**src/design/dlbd_pkg.sv**
```systemverilog
// Shared constants and types for the definite-length block sample deframer.
`timescale 1ns / 1ps
`default_nettype none

package dlbd_pkg;

  // Default width of the payload length and byte counters.
  localparam int LenBitsDefault = 30;

  // Characters of the block header.
  localparam logic [7:0] HashChar  = 8'h23;
  localparam logic [7:0] ZeroChar  = 8'h30;
  localparam logic [7:0] MaxDigit  = 8'd9;

  // Result event codes.
  localparam logic [2:0] EvSample  = 3'd0;
  localparam logic [2:0] EvBegin   = 3'd1;
  localparam logic [2:0] EvEnd     = 3'd2;
  localparam logic [2:0] EvStopped = 3'd3;
  localparam logic [2:0] EvBadLen  = 3'd4;

  // Up to three results caused by one received byte. Only the first one can
  // be a sample, so one raw value serves the whole group.
  typedef struct packed {
    logic [1:0]  cnt;
    logic [2:0]  ev0;
    logic [2:0]  ev1;
    logic [2:0]  ev2;
    logic [15:0] raw;
  } bundle_t;

endpackage

`default_nettype wire

```
**src/design/dlbd_core.sv**
```systemverilog
// Parser state and per-byte decode of the deframer.
`timescale 1ns / 1ps
`default_nettype none

module dlbd_core
  import dlbd_pkg::*;
#(
  parameter int LEN_BITS = LenBitsDefault
) (
  input  wire logic        clk,
  input  wire logic        rst,
  input  wire logic        take,
  input  wire logic [7:0]  rx_byte,
  input  wire logic [15:0] frame_limit,
  output bundle_t          bundle
);

  localparam logic [2:0] PhHunt  = 3'd0;
  localparam logic [2:0] PhCount = 3'd1;
  localparam logic [2:0] PhLen   = 3'd2;
  localparam logic [2:0] PhData  = 3'd3;
  localparam logic [2:0] PhStop  = 3'd4;

  localparam logic [LEN_BITS-1:0] LenMax = '1;

  logic [2:0]          phase, phase_next;
  logic [3:0]          digits_left, digits_left_next;
  logic [LEN_BITS-1:0] length_accum, length_accum_next;
  logic [LEN_BITS-1:0] bytes_taken, bytes_taken_next;
  logic [7:0]          high_byte, high_byte_next;
  logic                have_high, have_high_next;
  logic [15:0]         frames_done, frames_done_next;

  logic [7:0]          digit;
  logic                is_digit;
  logic [LEN_BITS+3:0] len_prod;
  logic [LEN_BITS-1:0] len_sat;
  logic [LEN_BITS:0]   bytes_sum;
  logic [LEN_BITS-1:0] bytes_sat;
  logic [15:0]         frames_inc;

  assign digit    = rx_byte - ZeroChar;
  assign is_digit = (digit <= MaxDigit);

  // length * 10 + digit, as shift-and-add, saturated to the counter width.
  assign len_prod = {1'b0, length_accum, 3'b000} + {3'b000, length_accum, 1'b0}
                  + {{(LEN_BITS - 4){1'b0}}, digit};
  assign len_sat  = (|len_prod[LEN_BITS+3:LEN_BITS]) ? LenMax : len_prod[LEN_BITS-1:0];

  assign bytes_sum  = {1'b0, bytes_taken} + {{(LEN_BITS - 1){1'b0}}, 2'b10};
  assign bytes_sat  = bytes_sum[LEN_BITS] ? LenMax : bytes_sum[LEN_BITS-1:0];
  assign frames_inc = (frames_done == 16'hFFFF) ? frames_done : frames_done + 16'd1;

  always_comb begin
    phase_next        = phase;
    digits_left_next  = digits_left;
    length_accum_next = length_accum;
    bytes_taken_next  = bytes_taken;
    high_byte_next    = high_byte;
    have_high_next    = have_high;
    frames_done_next  = frames_done;
    bundle            = '0;

    case (phase)
      PhHunt: begin
        if (rx_byte == HashChar) begin
          phase_next = PhCount;
        end
      end
      PhCount: begin
        if (!is_digit) begin
          bundle.cnt = 2'd1;
          bundle.ev0 = EvBadLen;
          phase_next = PhHunt;
        end else if (digit == 8'd0) begin
          phase_next = PhHunt;
        end else begin
          digits_left_next  = digit[3:0];
          length_accum_next = '0;
          phase_next        = PhLen;
        end
      end
      PhLen: begin
        if (!is_digit) begin
          bundle.cnt       = 2'd1;
          bundle.ev0       = EvBadLen;
          phase_next       = PhHunt;
          digits_left_next = 4'd0;
        end else begin
          length_accum_next = len_sat;
          digits_left_next  = digits_left - 4'd1;
          if (digits_left == 4'd1) begin
            if (len_sat == '0) begin
              phase_next = PhHunt;
            end else begin
              bundle.cnt       = 2'd1;
              bundle.ev0       = EvBegin;
              bytes_taken_next = '0;
              have_high_next   = 1'b0;
              phase_next       = PhData;
            end
          end
        end
      end
      PhData: begin
        if (!have_high) begin
          high_byte_next = rx_byte;
          have_high_next = 1'b1;
        end else begin
          bundle.cnt       = 2'd1;
          bundle.ev0       = EvSample;
          bundle.raw       = {high_byte, rx_byte};
          have_high_next   = 1'b0;
          bytes_taken_next = bytes_sat;
          if (bytes_sat >= length_accum) begin
            bundle.cnt       = 2'd2;
            bundle.ev1       = EvEnd;
            bytes_taken_next = '0;
            frames_done_next = frames_inc;
            if (frames_inc >= frame_limit) begin
              bundle.cnt = 2'd3;
              bundle.ev2 = EvStopped;
              phase_next = PhStop;
            end else begin
              phase_next = PhHunt;
            end
          end
        end
      end
      default: begin
        phase_next = PhStop;
      end
    endcase
  end

  always_ff @(posedge clk) begin
    if (rst) begin
      phase        <= PhHunt;
      digits_left  <= 4'd0;
      length_accum <= '0;
      bytes_taken  <= '0;
      high_byte    <= 8'd0;
      have_high    <= 1'b0;
      frames_done  <= 16'd0;
    end else if (take) begin
      phase        <= phase_next;
      digits_left  <= digits_left_next;
      length_accum <= length_accum_next;
      bytes_taken  <= bytes_taken_next;
      high_byte    <= high_byte_next;
      have_high    <= have_high_next;
      frames_done  <= frames_done_next;
    end
  end

endmodule

`default_nettype wire

```
**src/design/definite_length_block_sample_deframer.sv**
```systemverilog
// Top level of the definite-length block sample deframer.
`timescale 1ns / 1ps
`default_nettype none

// The deframer takes one received byte per input transaction. It skips bytes
// until a '#' arrives, reads a digit count and then that many decimal length
// digits, and pairs the payload bytes big-endian into 16-bit samples. Every
// sample comes out both raw and as (raw - 32768) * 5, a signed 19-bit integer.
// Frame begin, frame end, stopped and bad length are reported as events on the
// same result channel, and is_last marks the final result caused by a byte.
// A byte is decoded in the cycle it is accepted; its results (zero to three)
// go to a small pending register and leave one per output transaction through
// an output register. With a ready consumer the block takes one byte every
// cycle as long as each byte causes at most one result; a byte that causes two
// or three results (a sample closing a frame) holds the input while the
// pending register drains. The frame_limit register is written through the
// configuration channel and is checked at each frame end; after the limit is
// reached every later byte is accepted and dropped until reset.
module definite_length_block_sample_deframer
  import dlbd_pkg::*;
#(
  parameter int LEN_BITS = LenBitsDefault
) (
  input  wire logic               clk,
  input  wire logic               rst,
  input  wire logic               in_valid,
  output logic                    in_ready,
  input  wire logic [7:0]         rx_byte,
  output logic                    out_valid,
  input  wire logic               out_ready,
  output logic [2:0]              event_res,
  output logic [15:0]             raw_sample,
  output logic signed [18:0]      scaled_sample,
  output logic                    is_last,
  input  wire logic               cfg_valid,
  output logic                    cfg_ready,
  input  wire logic [15:0]        cfg_data
);

  logic [15:0] frame_limit;
  bundle_t     bundle;
  logic        take;
  logic        out_free;
  logic        move;

  // Results of the last accepted byte that have not yet gone to the output
  // register, oldest first.
  logic [1:0]  pend_cnt;
  logic [2:0]  pend_ev [0:2];
  logic [15:0] pend_raw;

  logic signed [16:0] centered;
  logic signed [18:0] scaled_next;
  logic               pend_is_sample;

  assign cfg_ready = 1'b1;
  assign out_free  = !out_valid || out_ready;
  assign move      = (pend_cnt != 2'd0) && out_free;
  // A new byte may enter once the pending register is empty, or will be in
  // this same cycle.
  assign in_ready  = (pend_cnt == 2'd0) || ((pend_cnt == 2'd1) && out_free);
  assign take      = in_valid && in_ready;

  dlbd_core #(
    .LEN_BITS (LEN_BITS)
  ) u_core (
    .clk         (clk),
    .rst         (rst),
    .take        (take),
    .rx_byte     (rx_byte),
    .frame_limit (frame_limit),
    .bundle      (bundle)
  );

  // raw - 32768 is the raw word with its top bit flipped, read as signed;
  // times five is a shift by two plus the value itself.
  assign pend_is_sample = (pend_ev[0] == EvSample);
  assign centered       = {~pend_raw[15], ~pend_raw[15], pend_raw[14:0]};
  assign scaled_next    = {centered, 2'b00} + {{2{centered[16]}}, centered};

  always_ff @(posedge clk) begin
    if (rst) begin
      frame_limit <= 16'd1;
      pend_cnt    <= 2'd0;
      out_valid   <= 1'b0;
    end else begin
      if (cfg_valid && cfg_ready) begin
        frame_limit <= cfg_data;
      end
      if (take) begin
        pend_cnt <= bundle.cnt;
      end else if (move) begin
        pend_cnt <= pend_cnt - 2'd1;
      end
      if (move) begin
        out_valid <= 1'b1;
      end else if (out_ready) begin
        out_valid <= 1'b0;
      end
    end
  end

  always_ff @(posedge clk) begin
    if (take) begin
      pend_ev[0] <= bundle.ev0;
      pend_ev[1] <= bundle.ev1;
      pend_ev[2] <= bundle.ev2;
      pend_raw   <= bundle.raw;
    end else if (move) begin
      pend_ev[0] <= pend_ev[1];
      pend_ev[1] <= pend_ev[2];
    end
    if (move) begin
      event_res     <= pend_ev[0];
      is_last       <= (pend_cnt == 2'd1);
      raw_sample    <= pend_is_sample ? pend_raw : 16'd0;
      scaled_sample <= pend_is_sample ? scaled_next : 19'sd0;
    end
  end

endmodule

`default_nettype wire

```
**config.mk**
```make
export PLATFORM = sky130hd
export DESIGN_NAME = definite_length_block_sample_deframer
export DESIGN_NICKNAME = d
export VERILOG_FILES = /design/src/design/dlbd_pkg.sv /design/src/design/dlbd_core.sv /design/src/design/definite_length_block_sample_deframer.sv
export SDC_FILE = /design/constraint.sdc
export NUM_CORES = 1
export LEC_CHECK = 0
export ABC_AREA = 0
export BUFFER_PORTS_ARGS = -buffer_cell sky130_fd_sc_hd__clkbuf_2
export CELL_PAD_IN_SITES_DETAIL_PLACEMENT = 0
export CELL_PAD_IN_SITES_GLOBAL_PLACEMENT = 2
export CORE_AREA = 2 2 173 175
export DETAILED_ROUTE_END_ITERATION = 10
export DIE_AREA = 0 0 175 177
export PLACE_DENSITY_LB_ADDON = 0.1
export SLEW_MARGIN = 10
export SYNTH_ARGS = -nofsm -noshare
export SYNTH_HDL_FRONTEND = slang
export SYNTH_SLANG_ARGS = --single-unit
```
**constraint.sdc**
```tcl
create_clock -name clk -period 17 [get_ports clk]
set_clock_uncertainty 0.05 [all_clocks]
set_input_delay 2.55 -clock clk [delete_from_list [all_inputs] [get_ports clk]]
set_output_delay 2.55 -clock clk [all_outputs]
set_load 0.01 [all_outputs]
```
# [After elaboration in Yosys (flattened, before gate mapping)]
# Memories as Yosys holds them, arrays and structs flattened.
# Index checks and enable logic that the tools add are counted.
[totals] reg_bits=166 mem_bits_rw=9 input_bits=29 output_inout_bits=42 wordCells=126 memories=1
[classes] addsub=8 n_lt_le_gt_ge=3 eq_ne=16 muxes=54 bitwise_logic=4 n_reduce_logical=25
[mem_list] name="pend_ev" depth=3 word_bits=3 rd=3 rd_clocked_by_memory_dff=0 wr=3 line_no="definite_length_block_sample_deframer.sv:49" text="logic [2:0] pend_ev [0:2];"
[ops] op="two-way mux 30 bit" n=10
[ops] op="case mux 30 bit (2 select lines)" n=2
[ops] op="adder 33 x 31 -> 34 bit" n=1
[ops] op="adder 34 x 8 -> 34 bit" n=1
[ops] op="adder 30 x 2 -> 31 bit (second input constant)" n=1
[ops] op=">= comparator 30 bit" n=1
[ops] op="logical NOT 30 bit" n=1
[ops] op="two-way mux 27 bit" n=1
[ops] op="two-way mux 3 bit" n=8
[ops] op="two-way mux 22 bit" n=1
[ops] op="two-way mux 4 bit" n=5
[ops] op="adder 18 x 16 -> 19 bit" n=1
[ops] op="adder 16 x 1 -> 16 bit (second input constant)" n=1
[ops] op="equality test 16 bit (second input constant)" n=1
[ops] op=">= comparator 16 bit" n=1
[ops] op="two-way mux 16 bit" n=1
[ops] op="two-way mux 5 bit" n=3
[ops] op="case mux 5 bit (3 select lines)" n=1
[ops] op="AND reduction 5 bit" n=3
[ops] op="two-way mux 2 bit" n=7
[ops] op="two-way mux 1 bit" n=12
[ops] op="inequality test 2 x 1 -> 1 bit (second input constant)" n=6
[ops] op="case mux 3 bit (4 select lines)" n=1
[ops] op="nonzero test 2 bit" n=5
[ops] op="26 further kinds" n=35

# [Longest topological paths before layout]
# Gate-level depths: netlist (run 1).
[depth] depth_word=10 mapped_depth=27 depth_no_buf=22

# [Cells and area by module]
# A second synthesis (run 1) with hierarchy kept.
[unflattened] cells_unflattened=1397 area_unflattened_um2=12135.4
[by_module_without_submodules] module="dlbd_core" n_inst=1 cells_each=1129 area_each_um2=8597.0 seq_area_each_um2=1841.8
[by_module_without_submodules] module="definite_length_block_sample_deframer" n_inst=1 cells_each=268 area_each_um2=3538.4 seq_area_each_um2=2242.2

# [Least setup slack after synthesis (run 1)]
# OpenSTA, ideal clock, no wires.
[synth_timing] path_kind="input port to flip-flop" start="input rx_byte[4]" end="register u_core.bytes_taken[25]" setup_time_ps=130 t_arrival_ps=6985 required_ps=16820 setup_slack_ps=9835 cell_stages=20 path_buffers=2 path_cell_list="ha_1 -> nor2b_1 -> or2_2 -> fa_1 -> inv_1 -> ha_1 -> a21o_1 -> a221oi_2 -> xnor2_1 -> or4b_1 -> or4_1 -> a211o_1 -> nor4_2 -> nand4_1 -> or2_4 -> o2bb2ai_2 -> buf_6 -> buf_6 -> a31oi_1 -> o22ai_1"
[synth_between] elab_chain_cells=7 elab_cells_between_ends=9 cone_classes="add/sub: 2; order compare: 1; eq/ne: 2; mux: 1; reduce/logical: 3"
[synth_lines] element="start, declared" line_no="definite_length_block_sample_deframer.sv:28" text="input wire logic [7:0] rx_byte,"
[synth_lines] element="subtractor 8 x 6 -> 8 bit *" line_no="dlbd_core.sv:42" text="assign digit = rx_byte - ZeroChar;"
[synth_lines] element="adder 34 x 8 -> 34 bit" line_no="dlbd_core.sv:47" text="+ {{(LEN_BITS - 4){1'b0}}, digit};"
[synth_lines] element="OR reduction 4 bit" line_no="dlbd_core.sv:48" text="assign len_sat = (|len_prod[LEN_BITS+3:LEN_BITS]) ? LenMax : len_prod[LEN_BITS-1:0];"
[synth_lines] element="two-way mux 30 bit" line_no="dlbd_core.sv:48"
[synth_lines] element="logical NOT 30 bit" line_no="dlbd_core.sv:93" text="if (len_sat == '0) begin"
[synth_lines] element="inequality test 2 bit (no line)"
[synth_lines] element="AND reduction 6 bit (no line) *"
[synth_lines] element="end signal, assigned" line_no="dlbd_core.sv:149" text="bytes_taken <= bytes_taken_next;"
[synth_lines] element="end, declared" line_no="dlbd_core.sv:29" text="logic [LEN_BITS-1:0] bytes_taken, bytes_taken_next;"
# Every way passes the cells marked *; elsewhere a longest branch is shown, timed or not.
# A chain may end at the register's enable or synchronous reset.

# [Final worst setup path (run 1)]
[layout_timing] start="input rx_byte[4]" end="register u_core.bytes_taken[27]"
# Same word-level chain as after synthesis.

==> out/metrics.yaml, run 1 <==
fin_setup_tns_ns: 0
maxCapViolCount: 0
dp_hpwl_um: 21200
die_w_um: 175
cp.arrival_ns: 7.86
drv_slew: 0
grtUsageTotal_pct: 18.5
hold_class: "reg2reg"
swShare_pct: 31.1
antenna_found_initial: 0
die_area_um2: 31000
die_h_um: 177
grt.overflow.total: 0
worstMarginPinSlew_ns: 0.894
root_buffer: "clkbuf_16"
wl_per_cell_um: 15.7
ir_drop_uv: 49.3
end_kind: "flop"
avgSynthCellArea_um2: 8.60
port_buffers: 69
drc: 0
mostFrequentLayoutCells: "ha_1 (125), nor2_1 (123), nand2_1 (121)"
synth-edff-count: 59
insertion_delay_ns: 0.43
rsz0062_at_grt: "false"
synthFlopType: "dfxtp_1"
p_int_mw: 0.854
syn_area_um2: 11800
synth_nets: 1535
min_period_over_period_pct: 44.5
ys_warn_count: 0
status: "finished clean"
postCtsSetupBuffers: 0
critPathMaxFanout: 47
clock.fmax_mhz: 132
io_pins: 71
cp.required_ns: 17.29
drt_pre_antenna_iters: 6
syn-instance-count: 1374
synth-async-reset-ratio_pct: 0
cts_tree: "built"
crit_chain: "clkbuf_2 -> ha_1 -> nor2b_1 -> or2_2 -> fa_1 -> inv_1 -> ha_1 -> a21o_1 -> a221o_1 -> a211oi_1 -> o21ai_1 -> o2111ai_1 -> a211oi_1 -> o311ai_2 -> buf_4 -> nand2b_1 -> or2_4 -> o2bb2ai_4 -> buf_4 -> o21ai_0 -> a221oi_2"
drtAntennaViolNets: 0
crit_type: "in2reg"
grt_max_degree: 61
ctsResizeCount: 0
grt_pass1_vias: 8902
worstSetupStartpointType: "primary input"
place_ws_ns: 9.03
cp_slowest_cell: "buf_4"
power_frac_clock_pct: 32.0
clk_path_buf_depth: 2
core_region_area_um2: 29200
drtIter0Drc: 657
ys_types: 66
gp_congestion: 0.827
drive_gt1_share_pct: 9.85
cts_max_level: 4
final_core_util_pct: 44.7
dr_total_vias: 9586
cp_top_family: "compound AO/OA/AOI/OAI gates"
cts_buffers: 17
finalSetupViolCount: 0
powerDensity_nw_per_um2: 94.9
layout_commonest_cell: "ha_1"
relSlewSlack_pct: 40.0
wirelength_um: 28400
nets: 1570
synth_seq_cells: 170
power.share.sequential_pct: 44.2
clk_pin_slew_ns: 0.07
cp_num_buf_inv: 4
finalHoldViolCount: 0
fin_crit_ns: 7.57
yosysSeqAreaShare_pct: 33.8
fp-row-count: 63
vias_per_cell: 5.29
p_leak_nw: 5.57
cpPeakStageDelay_ns: 0.52
layout_setup_ws_ns: 9.43
p_sw_mw: 0.385
power_frac_comb_pct: 23.7
area_delta_synth_final_pct: 10.5
clock_sinks: 170
postCtsHoldBufs: 0
grt_pass1_wl_um: 46400
start_util_pct: 40.4
diodes: 0
-- per-layer routing --
layer | track usage, % | wire, um | part of all wire (%) | vias up
li1 | - | - | - | 4967
met1 | 28.0 | 15100 | 53 | 4436
met2 | 28.1 | 12100 | 43 | 162
met3 | 2.26 | 894 | 3.1 | 21
met4 | 3.99 | 273 | 0.96 | 0
met5 | 0 | 0 | 0 | -
-- synth_stat cells (all sizes together) (5+ instances only) --
| cell type | n | area [um^2] |
|---|---|---|
| ha | 125 | 1560 |
| nor2 | 123 | 462 |
| nand2 | 121 | 454 |
| a21oi | 111 | 556 |
| dfxtp | 111 | 2220 |
| inv | 92 | 345 |
| o21ai | 82 | 410 |
| edfxtp | 59 | 1770 |
| clkbuf | 48 | 180 |
| xnor2 | 44 | 385 |
| and2 | 42 | 263 |
| mux2i | 39 | 390 |
| xor2 | 38 | 333 |
| nand3 | 31 | 155 |
| a21o | 26 | 195 |
| nor3 | 26 | 135 |
| a211oi | 23 | 178 |
| and3 | 23 | 144 |
| nand4 | 23 | 144 |
| nand2b | 19 | 119 |
| nor2b | 17 | 106 |
| a31oi | 13 | 81.3 |
| buf | 13 | 90.1 |
| a221oi | 8 | 108 |
| a31o | 8 | 70.1 |
| nor4 | 8 | 56.3 |
| o21a | 8 | 60.1 |
| fa | 7 | 140 |
| or3 | 7 | 43.8 |
| o211ai | 6 | 45.0 |
| o21bai | 6 | 45.0 |
| o22ai | 6 | 37.5 |
| or2 | 6 | 40.0 |
| a22oi | 5 | 37.5 |
-- through the flow --
stage	hold slack, ns	total power, mW	cells	cell area [um^2]
after floorplan	0.382	0.760	1374	11800
after global placement	0.389	0.854	1780	12500
after detailed placement	0.394	0.858	1780	12500
after CTS	0.403	1.26	1812	13100
after global routing	0.425	1.32	1812	13100
final	0.404	1.24	1812	13100
-- power by group through the flow --
stage               registers (mW)  clock network (mW)  logic, mW
floorplan                    0.577                   0      0.183
global placement             0.556                   0      0.298
detailed placement           0.559                   0      0.299
CTS                          0.550               0.410      0.300
global route                 0.555               0.424      0.338
finish                       0.548               0.397      0.294
-- flip-flops by register name (all words and copies together) (netlist names) --
signal               flops
out_valid                1
u_core.phase             3
pend_ev                  6
pend_cnt                 2
u_core.length_accum     30
scaled_sample           17
is_last                  1
pend_raw                16
u_core.bytes_taken      30
u_core.have_high         1
frame_limit             16
u_core.digits_left       4
u_core.frames_done      16
event_res                3
raw_sample              16
u_core.high_byte         8
-- cells by family after synthesis --
logic type	share of synthesized area, %
and+or+nand+nor	18.6
AOI/OAI and AO/OA	18.2
DFF	33.8
buffers and inverters	5.21
adders and majority gates	14.4
xor gates and xnor gates	6.08
muxes	3.68
other	0.0317
-- worst register-to-register path, delay by kind of cell (launching register included) --
family | cells | cell delay [ns]
adders and majority gates | 1 | 0.26
and+or+nand+nor | 10 | 3.56
DFF | 1 | 0.40
AOI/OAI and AO/OA | 10 | 2.08
-- final cells by class --
class                      instances  area, um^2
multi-input combinational       1051        7240
clock inverter                    13         156
fill                            2964       16200
clock buffer                      19         433
sequential                       170        3990
inverter                          92         345
timing repair buffer              77         408
tap                              390         488
-- path summary, 6_finish.rpt --
kind / start / slack [ns] / cells past startpoint / endpoint
setup / recovery: rx_byte[4] / 9.43 / 21 / u_core.bytes_taken[27]
hold / removal: u_core.length_accum[4] / 0.40 / 2 / u_core.length_accum[4]
setup reg to reg: u_core.bytes_taken[1] / 10.55 / 21 / u_core.bytes_taken[12]
hold reg to reg: u_core.length_accum[4] / 0.40 / 2 / u_core.length_accum[4]
Note: power is estimated with default switching activity, not from simulation.
==> run 2: changes to the inputs <==
- CORE_AREA: 2 2 173 175 -> 2 2 187 189
- DIE_AREA: 0 0 175 177 -> 0 0 189 191
- clock period: 17 -> 6.5 ns (I/O delays scaled with it)
==> run 2 against run 1 <==
Total power rose to 2.6 times the previous value. Combinational power rose to 2.6 times the previous value. Critical path depth unchanged. Sequential share of layout area down 0.37 points. Count of clock-buffer cells in the layout down 1. Cell area up 1.2%. Final cell count up 4.0%. Register-to-register slack worse by 9.8 ns. Sequential power rose to 2.6 times the previous value. Sequential cell count unchanged. Wire length up 3.5%. Critical path type is now reg2reg. Largest power group unchanged. Highest routed layer unchanged.
==> out/metrics.yaml, run 2 (synthesis gave the netlist of run 1 again) <==
die_h_um: 191
min_period_over_period_pct: 88.9
rsz0062_at_grt: "false"
dr_total_vias: 9505
reg2regPathDepth: 21
dp_hpwl_um: 22000
finalHoldViolCount: 0
end_kind: "flop"
fin_crit_ns: 5.78
regArea_um2: 3990
start_util_pct: 34.6
die_area_um2: 36100
finalSetupViolCount: 0
grt_pass1_wl_um: 48900
layout_commonest_cell: "ha_1"
clock.fmax_mhz: 173
insertion_delay_ns: 0.45
drt_pre_antenna_iters: 5
reg2reg_from: "u_core.bytes_taken[1]"
worstSetupStartpointType: "flop"
crit_type: "reg2reg"
worstMarginPinSlew_ns: 0.989
multi_input_area_um2: 7250
area_delta_synth_final_pct: 11.9
maxCapViolCount: 0
grtUsageTotal_pct: 16.8
relSlewSlack_pct: 33.9
ir_drop_uv: 177
hold_class: "reg2reg"
nets: 1577
worstHoldStart: "u_core.length_accum[4]"
p_leak_nw: 5.63
powerDensity_nw_per_um2: 246
fin_setup_tns_ns: 0
top_regs: "u_core.bytes_taken (30), u_core.length_accum (30), scaled_sample (17)"
clk_path_buf_depth: 2
port_buffers: 69
drive_gt1_share_pct: 10.4
holdPathEnd: "u_core.length_accum[4]"
drc: 0
cts_tree: "built"
drtIter0Drc: 570
reg2reg_to: "u_core.bytes_taken[4]"
die_w_um: 189
vias_per_cell: 5.05
design_area_um2: 13200
wirelength_um: 29400
cp.required_ns: 6.80
wl_per_cell_um: 15.6
mostFrequentLayoutCells: "ha_1 (125), nor2_1 (123), nand2_1 (121)"
placedInstanceArea_um2: 12600
gp_congestion: 0.795
io_pins: 71
status: "finished clean"
postCtsHoldBufs: 0
cp.arrival_ns: 6.08
drtAntennaViolNets: 0
grt_max_degree: 66
rrSetupSlack_ns: 0.72
grt_pass1_vias: 9301
hold_depth: 2
fp-row-count: 68
postCtsSetupBuffers: 0
grt.overflow.total: 0
core_region_area_um2: 34100
cts_max_level: 4
ctsResizeCount: 0
root_buffer: "clkbuf_16"
antenna_found_initial: 0
clock_sinks: 170
cts_buffers: 17
diodes: 0
critPathMaxFanout: 22
drv_slew: 0
fillers: 3489
clk_pin_slew_ns: 0.07
[run 2: report_power, final]
group | switching, mW | total (mW) | internal (mW)
logic | 0.474 | 0.769 | 0.295
clock network | 0.469 | 1.06 | 0.587
registers | 0.0729 | 1.43 | 1.36
total | 1.02 | 3.26 | 2.24
[run 2: critical path, cell delays in order, from the launching register on]
cell and delay [ns]:
dfxtp_1 0.40, and3_1 0.26, and3_1 0.25, and3_1 0.30
nand2_1 0.11, nor2_1 0.16, nand2_1 0.11, nor4_1 0.45
or3b_2 0.58, nand2_1 0.12, ha_1 0.24, a21o_1 0.18
a21o_1 0.17, a21o_1 0.17, a21o_1 0.17, a21o_1 0.16
a21o_1 0.17, a21o_1 0.19, a221o_1 0.37, or2_2 0.55
a31o_2 0.29, a211oi_1 0.22
[run 2: final cells by class]
cell class | instances | share of cell area, %
Inverter | 92 | 2.61
Clock buffer | 18 | 3.32
Tap cell | 455 | 4.31
Timing Repair Buffer | 84 | 3.58
Clock inverter | 14 | 1.19
Sequential cell | 170 | 30.2
Multi-Input combinational cell | 1051 | 54.8
[run 2: per-stage QoR]
| stage | hold slack (ns) | worst slack, ns | std cells | utilization, % | power (mW) |
|---|---|---|---|---|---|
| finish | 0.404 | 0.721 | 1884 | 38.8 | 3.26 |
| detailed placement | 0.393 | 0.302 | 1852 | 37.0 | 2.25 |
| global placement | 0.389 | 0.376 | 1852 | 37.0 | 2.24 |
| CTS | 0.402 | 0.648 | 1884 | 38.8 | 3.32 |
| global route | 0.422 | 0.0672 | 1884 | 38.8 | 3.47 |
| floorplan | 0.382 | 0.811 | 1374 | - | 1.99 |
[run 2: how the worst max path moves through the flow]
stage	start	to	slack (ns)	depth (start not counted)
after global placement	rx_byte[4]	u_core.bytes_taken[25]	0.38	20
after global routing	u_core.bytes_taken[1]	u_core.bytes_taken[14]	0.07	23
final	u_core.bytes_taken[1]	u_core.bytes_taken[4]	0.72	21
after floorplan	u_core.bytes_taken[1]	u_core.bytes_taken[6]	0.81	25
after detailed placement	rx_byte[4]	u_core.bytes_taken[11]	0.30	20
after CTS	u_core.bytes_taken[1]	u_core.bytes_taken[4]	0.65	22
[run 2: metal layers]
layer  global-route usage [%]  vias to the layer above  routed length (um)
li1                         -                     4976                   -
met2                     25.9                      109               12700
met3                     2.68                       22                 665
met4                     4.15                        0                 337
met5                        0                        -                   0
met1                     24.5                     4398               15700
